$ cat config.mk
export PLATFORM = sky130hd
export DESIGN_NAME = whd_step
export DESIGN_NICKNAME = d
export VERILOG_FILES = /design/src/rtl/core/whd_pkg.sv /design/src/rtl/core/whd_step.sv
export SDC_FILE = /design/constraint.sdc
export NUM_CORES = 1
export LEC_CHECK = 0
export BUFFER_PORTS_ARGS = -buffer_cell sky130_fd_sc_hd__buf_4
export CAP_MARGIN = 0
export CORE_MARGIN = 8
export CORE_UTILIZATION = 49
export DETAILED_ROUTE_END_ITERATION = 10
export PLACE_DENSITY = 0.89
export SLEW_MARGIN = 15
export SYNTH_ARGS = -nofsm -noshare
export SYNTH_HDL_FRONTEND = slang
export SYNTH_SLANG_ARGS = --single-unit
$ cat constraint.sdc
create_clock -name vclk -period 10.35
set_input_delay 0.5175 -clock vclk [all_inputs]
set_output_delay 0.5175 -clock vclk [all_outputs]
set_load 0.02 [all_outputs]
$ cat src/rtl/core/whd_pkg.sv
// whd_pkg: types and constants shared by the word Huffman table decoder.
// No dependencies; compiled first.
`default_nettype none

package whd_pkg;

    localparam int unsigned TABLE_ENTRIES = 65536;
    localparam int unsigned IDX_W         = 16;
    localparam int unsigned SYM_W         = 32;
    localparam int unsigned LEN_W         = 5;
    localparam int unsigned CNT_W         = 3;
    localparam int unsigned BUF_W         = 32;
    localparam int unsigned FILL_W        = 6;
    localparam int unsigned BYTES_W       = 32;
    localparam int unsigned BITS_W        = 35;

    // operation codes of an input item
    typedef logic [1:0] t_op;
    localparam t_op OP_WRITE = 2'd0;
    localparam t_op OP_START = 2'd1;
    localparam t_op OP_DATA  = 2'd2;

    // byte_count codes of a result
    typedef logic [CNT_W-1:0] t_cnt;
    localparam t_cnt BC_EMPTY   = 3'd0;
    localparam t_cnt BC_LITERAL = 3'd1;
    localparam t_cnt BC_SYMBOL  = 3'd4;

    localparam logic [FILL_W-1:0] WINDOW_BITS = 6'd17;
    localparam logic [FILL_W-1:0] LITERAL_ADV = 6'd9;
    localparam logic [FILL_W-1:0] HEADER_FILL = 6'd5;
    localparam logic [FILL_W-1:0] MAX_FILL    = 6'd24;
    localparam logic [LEN_W-1:0]  MAX_LEN     = 5'd16;

    typedef enum logic [1:0] {
        ST_IDLE,
        ST_CHECK,
        ST_EMIT,
        ST_MARK
    } t_state;

    typedef struct packed {
        logic [LEN_W-1:0] len;
        logic [SYM_W-1:0] sym;
    } t_entry;

    // one decode step: the result and the bit buffer after it
    typedef struct packed {
        logic [SYM_W-1:0]  sym;
        t_cnt              cnt;
        logic [BUF_W-1:0]  bitbuf;
        logic [FILL_W-1:0] fill;
        logic [BITS_W-1:0] bits_left;
    } t_step;

endpackage

`default_nettype wire

$ cat src/rtl/core/whd_step.sv
// whd_step: decodes one code at the bottom of the bit buffer and consumes it.
// Depends on whd_pkg.
`default_nettype none

module whd_step import whd_pkg::*; (
    input  wire logic [BUF_W-1:0]  i_bitbuf,
    input  wire logic [FILL_W-1:0] i_fill,
    input  wire logic [BITS_W-1:0] i_bits_left,
    input  wire t_entry            i_entry,
    output t_step                  o_step
);

    logic              w_is_sym;
    logic [LEN_W-1:0]  w_len;
    logic [FILL_W-1:0] w_adv;

    assign w_is_sym = i_bitbuf[0];
    assign w_len    = (i_entry.len > MAX_LEN) ? MAX_LEN : i_entry.len;
    assign w_adv    = w_is_sym ? ({1'b0, w_len} + 6'd1) : LITERAL_ADV;

    always_comb begin
        if (w_is_sym) begin
            o_step.sym = i_entry.sym;
            o_step.cnt = BC_SYMBOL;
        end else begin
            o_step.sym = {24'd0, i_bitbuf[8:1]};
            o_step.cnt = BC_LITERAL;
        end

        if (w_adv >= i_fill) begin
            o_step.bitbuf = '0;
            o_step.fill   = '0;
        end else begin
            o_step.bitbuf = i_bitbuf >> w_adv;
            o_step.fill   = i_fill - w_adv;
        end

        if ({{(BITS_W-FILL_W){1'b0}}, w_adv} >= i_bits_left) begin
            o_step.bits_left = '0;
        end else begin
            o_step.bits_left = i_bits_left - {{(BITS_W-FILL_W){1'b0}}, w_adv};
        end
    end

endmodule

`default_nettype wire

Yosys cells after proc, flatten, opt, wreduce, memory -nomap -nowiden
Index checks and enable logic that the tools add are counted.
W data, S select, Z words.
- add/subtract/negate cells: 3
- multiplexer cells: 5
- shift-type cells: 1
- magnitude comparators: 3
- operators with widths (cell ; count):
    $mux W35 ; 2
    $mux W38 ; 1
    $ge A6 B35 Y1 ; 1
    $sub A35 B6 Y35 ; 1
    $shr A32 B6 Y32 ; 1
    $add A5 B1 Y6 const B ; 1
    $ge A6 B6 Y1 ; 1
    $mux W6 ; 1
    $sub A6 B6 Y6 ; 1
    $gt A5 B5 Y1 const B ; 1
    $mux W5 ; 1
- output and inout bits: 108
- input bits: 110
- register bits: 0
- word-level logic and storage cells: 12

Depth between registers and ports, before layout
Gate-level depths: netlist of run 1.
- word-level depth: 6
- gate-level depth with buffers: 15
- gate-level depth less buffers: 13

Worst setup path before layout of run 1
No wires, ideal clock.
- kind: input-to-output
- from: in i_entry[32] (netlist name)
- to: out o_step[45] (netlist name)
- path buffers: 3
- required time: 9.833 ns
- cell stages on the path: 12
- setup slack: 5.980 ns
- data arrival time: 3.853 ns
- cell sequence: nor2b_1 -> ha_1 -> and2_1 -> clkbuf_1 -> inv_1 -> buf_2 -> buf_1 -> fa_1 -> a21o_1 -> a2111oi_0 -> or2_2 -> a2111oi_0
- RTL lines (what ; RTL line ; text):
    start: declaration ; whd_step.sv:9 ; input wire t_entry i_entry,
    end: declaration ; whd_step.sv:10 ; output t_step o_step

==> flow_metrics.env, run 1 <==
export IMPL_num_rows=30
export IMPL_core_area_um2=6760
export IMPL_drt_iter0_drc=376
export IMPL_tightest_slew_ns=1.09
export IMPL_hpwlAfterDp_um=12300
export IMPL_syn2layout_area_growth_pct=47.3
export IMPL_dr_pass1_iters=6
export IMPL_synth_distinct_cells=59
export IMPL_crit_arrival_ns=5.25
export IMPL_grt_max_degree=50
export IMPL_finalSetupTns_ns=0
export IMPL_start_kind="input port"
export IMPL_outcome="completed"
export IMPL_maxSlewHeadroom=0.270
export IMPL_layout_drive_gt1_share=0.362
export IMPL_hp_class="in2out"
export IMPL_rsz0062_at_grt="false"
export IMPL_total_power_mw=0.328
export IMPL_io_pins=218
export IMPL_initial_core_util=0.501
export IMPL_finalNetCount=837
export IMPL_syn_area_per_cell_um2=6.42
export IMPL_viasPerCell=6.18
export IMPL_cts_resized=0
export IMPL_seq_area_frac_synth=0
export IMPL_finalHoldViolCount=0
export IMPL_die_y_um=99.1
export IMPL_post_drt_wl_per_cell_um=18.7
export IMPL_peakVddDrop_mv=0.0454
export IMPL_end_kind="output port"
export IMPL_fmax_mhz=173
export IMPL_synthCells=527
export IMPL_num_vias=4880
export IMPL_drv_slew=0
export IMPL_crit_required_ns=9.83
export IMPL_fin_crit_sh=0.557
export IMPL_cp_max_fo=49
export IMPL_setup_viol_count_final=0
export IMPL_postCtsSetupBuffers=0
export IMPL_final_core_util=0.737
export IMPL_power_leakage_nw=2.30
export IMPL_met2WireLength_um=7310
export IMPL_critPathKind="in2out"
export IMPL_antenna_left=0
export IMPL_min_period_ns=5.77
export IMPL_wl_met1_um=5620
export IMPL_grt_usage=0.274
export IMPL_clock_buffers=0
export IMPL_synth_warnings=0
export IMPL_portBuffers=217
export IMPL_fillCellCount=546
export IMPL_totalWireLength_um=14800
export IMPL_grt_pass1_vias=4568
export IMPL_dieArea_um2=9820
export IMPL_drc_errors=0
export IMPL_n_sequential_cell=0
export IMPL_diodes=0
export IMPL_top_layer="met4"
export IMPL_maxCapViolCount=0
export IMPL_wl_met3_um=1620
export IMPL_antenna_found_initial=0
export IMPL_p_per_area_nw_per_um2=65.9
export IMPL_seq_area_um2=0
export IMPL_grt_overflow=0
export IMPL_finalWeightedCongestion=0.963
export IMPL_netlist_area_um2=3380
export IMPL_cts_hold_buffers=0
export IMPL_fp_dieW_um=99.1
export IMPL_grt_pass1_wl_um=22700
critical path, stage by stage:
cell,delay [ns]
buf_4,0.14
nor2b_1,0.27
ha_1,0.19
buf_4,0.42
and2_1,0.52
inv_1,0.62
fa_1,0.65
a21o_1,0.19
a2111oi_0,0.58
nor2_1,0.27
nand2_1,0.46
a21oi_1,0.10
o2bb2ai_1,0.15
buf_4,0.17
report_power, final:
| part | internal, mW | switching (mW) |
|---|---|---|
| Sequential | 0 | 0 |
| Combinational | 0.139 | 0.189 |
| Clock | 0 | 0 |
| Total | 0.139 | 0.189 |
cell families after synthesis:
kind of cell	synth area share
other cells	0.00222
xor+xnor	0.0803
buf+inv	0.0640
fa+ha+maj	0.0599
mux	0.172
compound gates	0.255
simple gates	0.366
synth_stat cells (4+ instances only):
master | n | area [um^2]
nor4_1 | 9 | 56.3
or3_1 | 10 | 62.6
inv_1 | 9 | 33.8
mux2_2 | 24 | 270
mux2i_1 | 29 | 290
ha_1 | 13 | 163
nor3_1 | 22 | 110
o21ai_0 | 16 | 80.1
a21oi_1 | 21 | 105
xnor2_1 | 25 | 219
o22ai_1 | 4 | 25.0
xor2_1 | 6 | 52.6
a211oi_1 | 30 | 225
and3_1 | 6 | 37.5
o31ai_1 | 5 | 37.5
clkbuf_1 | 23 | 86.3
nor2_1 | 73 | 274
nand2_1 | 54 | 203
o32ai_1 | 4 | 35.0
buf_1 | 9 | 33.8
a21o_1 | 6 | 45.0
a31oi_1 | 10 | 62.6
nor2b_1 | 22 | 138
nand3_1 | 7 | 35.0
buf_2 | 5 | 25.0
and2_1 | 27 | 169
o221ai_1 | 4 | 35.0
through the flow:
stage                     instance area [um^2]  worst slack, ns  hold slack [ns]  cells
after floorplan                           3390             5.98             1.15    528
after global placement                    4980             5.00             1.35    790
after detailed placement                  4980             4.75             1.35    790
after CTS                                 4980             4.71             1.35    790
after global routing                      4980             4.24             1.36    790
final                                     4980             4.58             1.35    790
final cells by class:
cell class / instances / area (um^2) / share of cell area
Multi-Input combinational cell: 476 / 3170 / 0.636
Inverter: 12 / 45.0 / 0.00904
Tap cell: 80 / 100 / 0.0201
Timing Repair Buffer: 222 / 1670 / 0.335
final timing paths:
check / cells after the start / slack [ns] / end / startpoint
setup / recovery: 14 / 4.58 / o_step[50] / i_entry[36]
hold / removal: 3 / 1.35 / o_step[96] / i_entry[20]
placed cells by master, fill, tap and decap left out, types with 4 or more instances in the layout:
cell type | synthesis | final
or3_1 | 10 | 10
nand3_1 | 7 | 7
xnor2_1 | 25 | 25
nor2b_1 | 22 | 22
nand2_1 | 54 | 54
nor2_1 | 73 | 73
a21o_1 | 6 | 6
o221ai_1 | 4 | 4
a21oi_1 | 21 | 21
mux2i_1 | 29 | 29
buf_4 | 2 | 222
a31oi_1 | 10 | 10
ha_1 | 13 | 13
o31ai_1 | 5 | 5
nor4_1 | 9 | 9
and3_1 | 6 | 6
xor2_1 | 6 | 6
inv_1 | 9 | 9
mux2_2 | 24 | 24
o21ai_0 | 16 | 16
nor3_1 | 22 | 22
o22ai_1 | 4 | 4
o32ai_1 | 4 | 4
a211oi_1 | 30 | 30
and2_1 | 27 | 27
per-layer routing:
layer  vias to the layer above  global-route usage
li1                       2280                   -
met1                      2222               0.309
met2                       332               0.514
met3                        46              0.0662
met4                         0              0.0407
met5                         -                   0
Power figures use the tool's default switching activity.
==> inputs of run 2 (changes only) <==
Settings changed: ABC_AREA set to 1, CORE_UTILIZATION 49 to 47, PLACE_DENSITY 0.89 to 0.83.
Clock period 10.35 ns to 5.6 ns, I/O delays scaled along.
==> run 2 against run 1 <==
Sequential share of layout area did not move. Utilization fell by 5.7 points. Sequential cell count did not move. Synthesized area rose by 10%. Clock-buffer cell count did not move. Power rose by 86%. Synthesized cell count rose by 43%. Die area rose by 13%. Worst setup slack got worse by 3.2 ns. Routed wire length rose by 16%.
==> flow_metrics.env, run 2 <==
export IMPL_postLayoutSetupSlackWorst_ns=1.33
export IMPL_synth_area_leaders="nand3_1 28%, nand2_1 18%, nor2_1 11%"
export IMPL_cp_max_fo=34
export IMPL_postCtsSetupBuffers=0
export IMPL_whs_endpoint="o_step[103]"
export IMPL_portBuffers=217
export IMPL_grt_pass1_vias=5403
export IMPL_synthCells=753
export IMPL_layout_drive_gt1_share=0.262
export IMPL_fp_dieW_um=105
export IMPL_yosysTopAreaCell="nand3_1"
export IMPL_initial_core_util=0.483
export IMPL_finalNetCount=1057
export IMPL_crit_required_ns=5.32
export IMPL_switchingPower_mw=0.372
export IMPL_finalSetupTns_ns=0
export IMPL_layout_common_cells="220 x buf_4, 208 x nand3_1, 179 x nand2_1"
export IMPL_worstHoldStart="i_entry[27]"
export IMPL_drt_iter0_drc=563
export IMPL_start_kind="input port"
export IMPL_critPathKind="in2out"
export IMPL_total_power_mw=0.610
export IMPL_die_y_um=105
export IMPL_tightest_slew_ns=1.22
export IMPL_cts_resized=0
export IMPL_io_pins=218
export IMPL_synth_common_cells="208 x nand3_1, 179 x nand2_1, 105 x nor2_1, 70 x inv_1, 40 x nand4_1"
export IMPL_netlist_area_um2=3730
export IMPL_hpwlAfterDp_um=14100
export IMPL_syn2layout_area_growth_pct=40.8
export IMPL_seq_area_um2=0
export IMPL_post_drt_wl_per_cell_um=16.7
export IMPL_crit_arrival_ns=3.99
export IMPL_num_rows=32
export IMPL_drv_slew=0
export IMPL_antenna_left=0
export IMPL_p_seq_frac=0
export IMPL_num_vias=5925
export IMPL_whs_path_depth=4
export IMPL_seq_area_frac_synth=0
export IMPL_grt_usage=0.289
export IMPL_drc_errors=0
export IMPL_final_core_util=0.680
export IMPL_core_area_um2=7730
export IMPL_internal_power_mw=0.238
export IMPL_yosysMostFrequentCell="nand3_1"
export IMPL_dr_pass1_iters=5
export IMPL_dieArea_um2=11100
export IMPL_outcome="completed"
export IMPL_fmax_mhz=234
export IMPL_p_sw_frac=0.610
export IMPL_cts_hold_buffers=0
export IMPL_synth_top_area_frac=0.279
export IMPL_grt_pass1_wl_um=27400
export IMPL_maxCapViolCount=0
export IMPL_power_leakage_nw=2.89
export IMPL_syn_area_per_cell_um2=4.96
export IMPL_finalHoldViolCount=0
export IMPL_placed_area_um2=5260
export IMPL_totalWireLength_um=17200
export IMPL_clkPwrFrac=0
export IMPL_p_per_area_nw_per_um2=116
export IMPL_antenna_found_initial=0
export IMPL_design_area_um2=5260
export IMPL_n_sequential_cell=0
export IMPL_clock_buffers=0
export IMPL_fin_crit_sh=0.762
export IMPL_grt_overflow=0
export IMPL_maxSlewHeadroom=0.185
export IMPL_setup_viol_count_final=0
export IMPL_end_kind="output port"
export IMPL_diodes=0
export IMPL_hp_class="in2out"
export IMPL_dp_slack_ns=1.45
export IMPL_viasPerCell=5.74
export IMPL_rsz0062_at_grt="false"
export IMPL_layout_commonest_cell="buf_4"
export IMPL_synth_distinct_cells=34
export IMPL_grt_max_degree=71
export IMPL_finalWeightedCongestion=1.02
export IMPL_synth_warnings=0
export IMPL_peakVddDrop_mv=0.0807
export IMPL_min_period_ns=4.27
export IMPL_combPwrFrac=1.000
## run 2: cell type report
| cell class | instances | area (um^2) |
|---|---|---|
| Inverter | 74 | 278 |
| Timing Repair Buffer | 220 | 1650 |
| Fill cell | 716 | 2470 |
| Tap cell | 102 | 128 |
| Multi-Input combinational cell | 636 | 3200 |
## run 2: cell families after synthesis
group,Yosys count,synth area share
compound gates,16,0.0228
other cells,2,0.00201
buf+inv,118,0.144
fa+ha+maj,15,0.0543
simple gates,572,0.706
xor+xnor,30,0.0704
## run 2: worst max path at each step
stage                      from         end  slack (ns)  cells after the start
floorplan           i_entry[32]  o_step[33]        2.08                     18
global placement    i_entry[32]  o_step[20]        1.54                     17
detailed placement  i_entry[32]  o_step[28]        1.45                     17
CTS                 i_entry[32]  o_step[28]        1.46                     17
global route        i_entry[32]  o_step[32]        1.05                     17
finish              i_entry[32]  o_step[20]        1.33                     17
## run 2: metrics by stage
stage          std cells  hold slack [ns]
6_report            1032            0.842
2_1_floorplan        754            0.673
3_5_place_dp        1032            0.843
5_1_grt             1032            0.860
3_3_place_gp        1032            0.841
4_1_cts             1032            0.843
## run 2: metal layers
metal	global-route usage	share of wire	vias to the layer above
li1	-	-	2841
met1	0.345	0.39	2651
met2	0.522	0.48	395
met3	0.0467	0.10	38
met4	0.0673	0.024	0
met5	0	0	-
## run 2: power by group through the flow
stage / logic [mW] / clock network, mW / registers (mW)
after floorplan: 0.365 / 0 / 0
after global placement: 0.598 / 0 / 0
after detailed placement: 0.602 / 0 / 0
after CTS: 0.604 / 0 / 0
after global routing: 0.660 / 0 / 0
final: 0.610 / 0 / 0
## run 2: worst max-delay path, cell delays in order
cell and delay, ns:
buf_4 0.29, nor2_4 0.07, nand2_2 0.10, a21boi_0 0.09, ha_1 0.32, nand2_1 0.56
fa_1 0.70, nand3_1 0.09, nand2_1 0.09, nand2_1 0.10, nand3_1 0.22, nor2_1 0.33
nand2_1 0.21, nor2_1 0.16, xnor2_1 0.13, nor2_1 0.06, buf_4 0.18
==> inputs of run 3 (changes only) <==
Clock period 5.6 ns to 4.3 ns, I/O delays scaled along.
==> run 3 against run 2 <==
Via count fell by 0.95%. Clock-buffer cell count did not move. Sequential share of layout area did not move. Worst setup slack got worse by 0.73 ns. Global-route usage fell by 0.17 points. Cell count rose by 0.48%. Die area did not move. Power rose by 31%. Final area rose by 0.71%. Critical path depth did not move. Highest routed layer unchanged. Combinational power rose by 31%.
==> flow_metrics.env, run 3 (same netlist as run 2, synthesis figures left out) <==
export IMPL_outcome="completed"
export IMPL_num_vias=5869
export IMPL_hpwlAfterDp_um=14000
export IMPL_postCtsSetupBuffers=0
export IMPL_layout_drive_gt1_share=0.266
export IMPL_postLayoutSetupSlackWorst_ns=0.600
export IMPL_fin_crit_sh=0.861
export IMPL_totalWireLength_um=17300
export IMPL_finalWeightedCongestion=1.02
export IMPL_die_y_um=105
export IMPL_diodes=0
export IMPL_layout_commonest_cell="buf_4"
export IMPL_portBuffers=217
export IMPL_cp_max_fo=35
export IMPL_total_power_mw=0.800
export IMPL_critPathLaunch="i_entry[34]"
export IMPL_antenna_found_initial=0
export IMPL_crit_buf_inv=4
export IMPL_worst_path_stages=17
export IMPL_holdWs_ns=0.713
export IMPL_start_kind="input port"
export IMPL_dp_cells=1037
export IMPL_grt_overflow=0
export IMPL_combPwrFrac=1.000
export IMPL_layout_common_cells="225 x buf_4, 208 x nand3_1, 179 x nand2_1"
export IMPL_design_area_um2=5290
export IMPL_clkPwrFrac=0
export IMPL_cp_top_family="simple AND/OR/NAND/NOR gates"
export IMPL_grt_max_degree=65
export IMPL_finalHoldViolCount=0
export IMPL_p_seq_frac=0
export IMPL_crit_arrival_ns=3.49
export IMPL_critPathKind="in2out"
export IMPL_grt_usage=0.287
export IMPL_seq_area_um2=0
export IMPL_setup_viol_count_final=0
export IMPL_crit_required_ns=4.09
export IMPL_dieArea_um2=11100
export IMPL_clock_buffers=0
export IMPL_viasPerCell=5.66
export IMPL_p_sw_frac=0.607
export IMPL_slowest_delay_ns=0.49
export IMPL_internal_power_mw=0.314
export IMPL_placed_area_um2=5290
export IMPL_power_leakage_nw=2.91
export IMPL_num_rows=32
export IMPL_dr_pass1_iters=8
export IMPL_finalNetCount=1062
export IMPL_tightest_slew_ns=0.918
export IMPL_hp_class="in2out"
export IMPL_peakVddDrop_mv=0.0863
export IMPL_cts_resized=0
export IMPL_rsz0062_at_grt="false"
export IMPL_fmax_mhz=270
export IMPL_io_pins=218
export IMPL_switchingPower_mw=0.486
export IMPL_drc_errors=0
export IMPL_multi_input_area_um2=3200
export IMPL_fp_dieW_um=105
export IMPL_drt_iter0_drc=511
export IMPL_core_area_um2=7730
export IMPL_end_kind="output port"
export IMPL_grt_pass1_wl_um=27200
export IMPL_drv_slew=0
export IMPL_crit_slowest_cell="nand2_2"
export IMPL_dp_slack_ns=0.619
export IMPL_path_cells="buf_4 > nor2_1 > nand2_2 > a21boi_0 > ha_1 > nand4_1 > a21oi_1 > inv_1 > ha_1 > nand2_1 > inv_1 > nand2_1 > nor4_1 > nand3_1 > nand2_2 > nor2_1 > buf_4"
export IMPL_min_period_ns=3.70
export IMPL_final_core_util=0.685
export IMPL_maxCapViolCount=0
export IMPL_antenna_left=0
export IMPL_final_cell_count_no_fill=1037
export IMPL_finalSetupTns_ns=0
export IMPL_initial_core_util=0.483
export IMPL_critPathCapture="o_step[32]"
export IMPL_grt_pass1_vias=5517
export IMPL_syn2layout_area_growth_pct=41.8
export IMPL_p_per_area_nw_per_um2=151
export IMPL_maxSlewHeadroom=0.387
export IMPL_n_sequential_cell=0
export IMPL_post_drt_wl_per_cell_um=16.6
export IMPL_cts_hold_buffers=0
export IMPL_fillCellCount=689
[run 3: worst min-delay path by stage]
stage	startpoint	end	slack, ns	depth (start not counted)
detailed placement	i_entry[25]	o_step[101]	0.71	4
floorplan	i_bitbuf[0]	o_step[75]	0.54	1
CTS	i_entry[25]	o_step[101]	0.71	4
global placement	i_entry[22]	o_step[98]	0.71	4
finish	i_entry[20]	o_step[96]	0.71	4
global route	i_entry[8]	o_step[84]	0.72	4
[run 3: metal layers]
layer	share of wire	GRT usage	up-vias
met1	0.38	0.331	2577
met2	0.47	0.513	381
li1	-	-	2860
met4	0.038	0.102	0
met3	0.11	0.0547	51
met5	0	0	-
[run 3: area by class of cell]
cell class / instances / share of cell area
Inverter: 74 / 0.0525
Timing Repair Buffer: 225 / 0.319
Multi-Input combinational cell: 636 / 0.604
Tap cell: 102 / 0.0241
[run 3: power by group through the flow]
stage | sequential, mW | clock [mW] | combinational [mW]
after floorplan | 0 | 0 | 0.475
after global placement | 0 | 0 | 0.780
after detailed placement | 0 | 0 | 0.789
after CTS | 0 | 0 | 0.791
after global routing | 0 | 0 | 0.863
final | 0 | 0 | 0.800
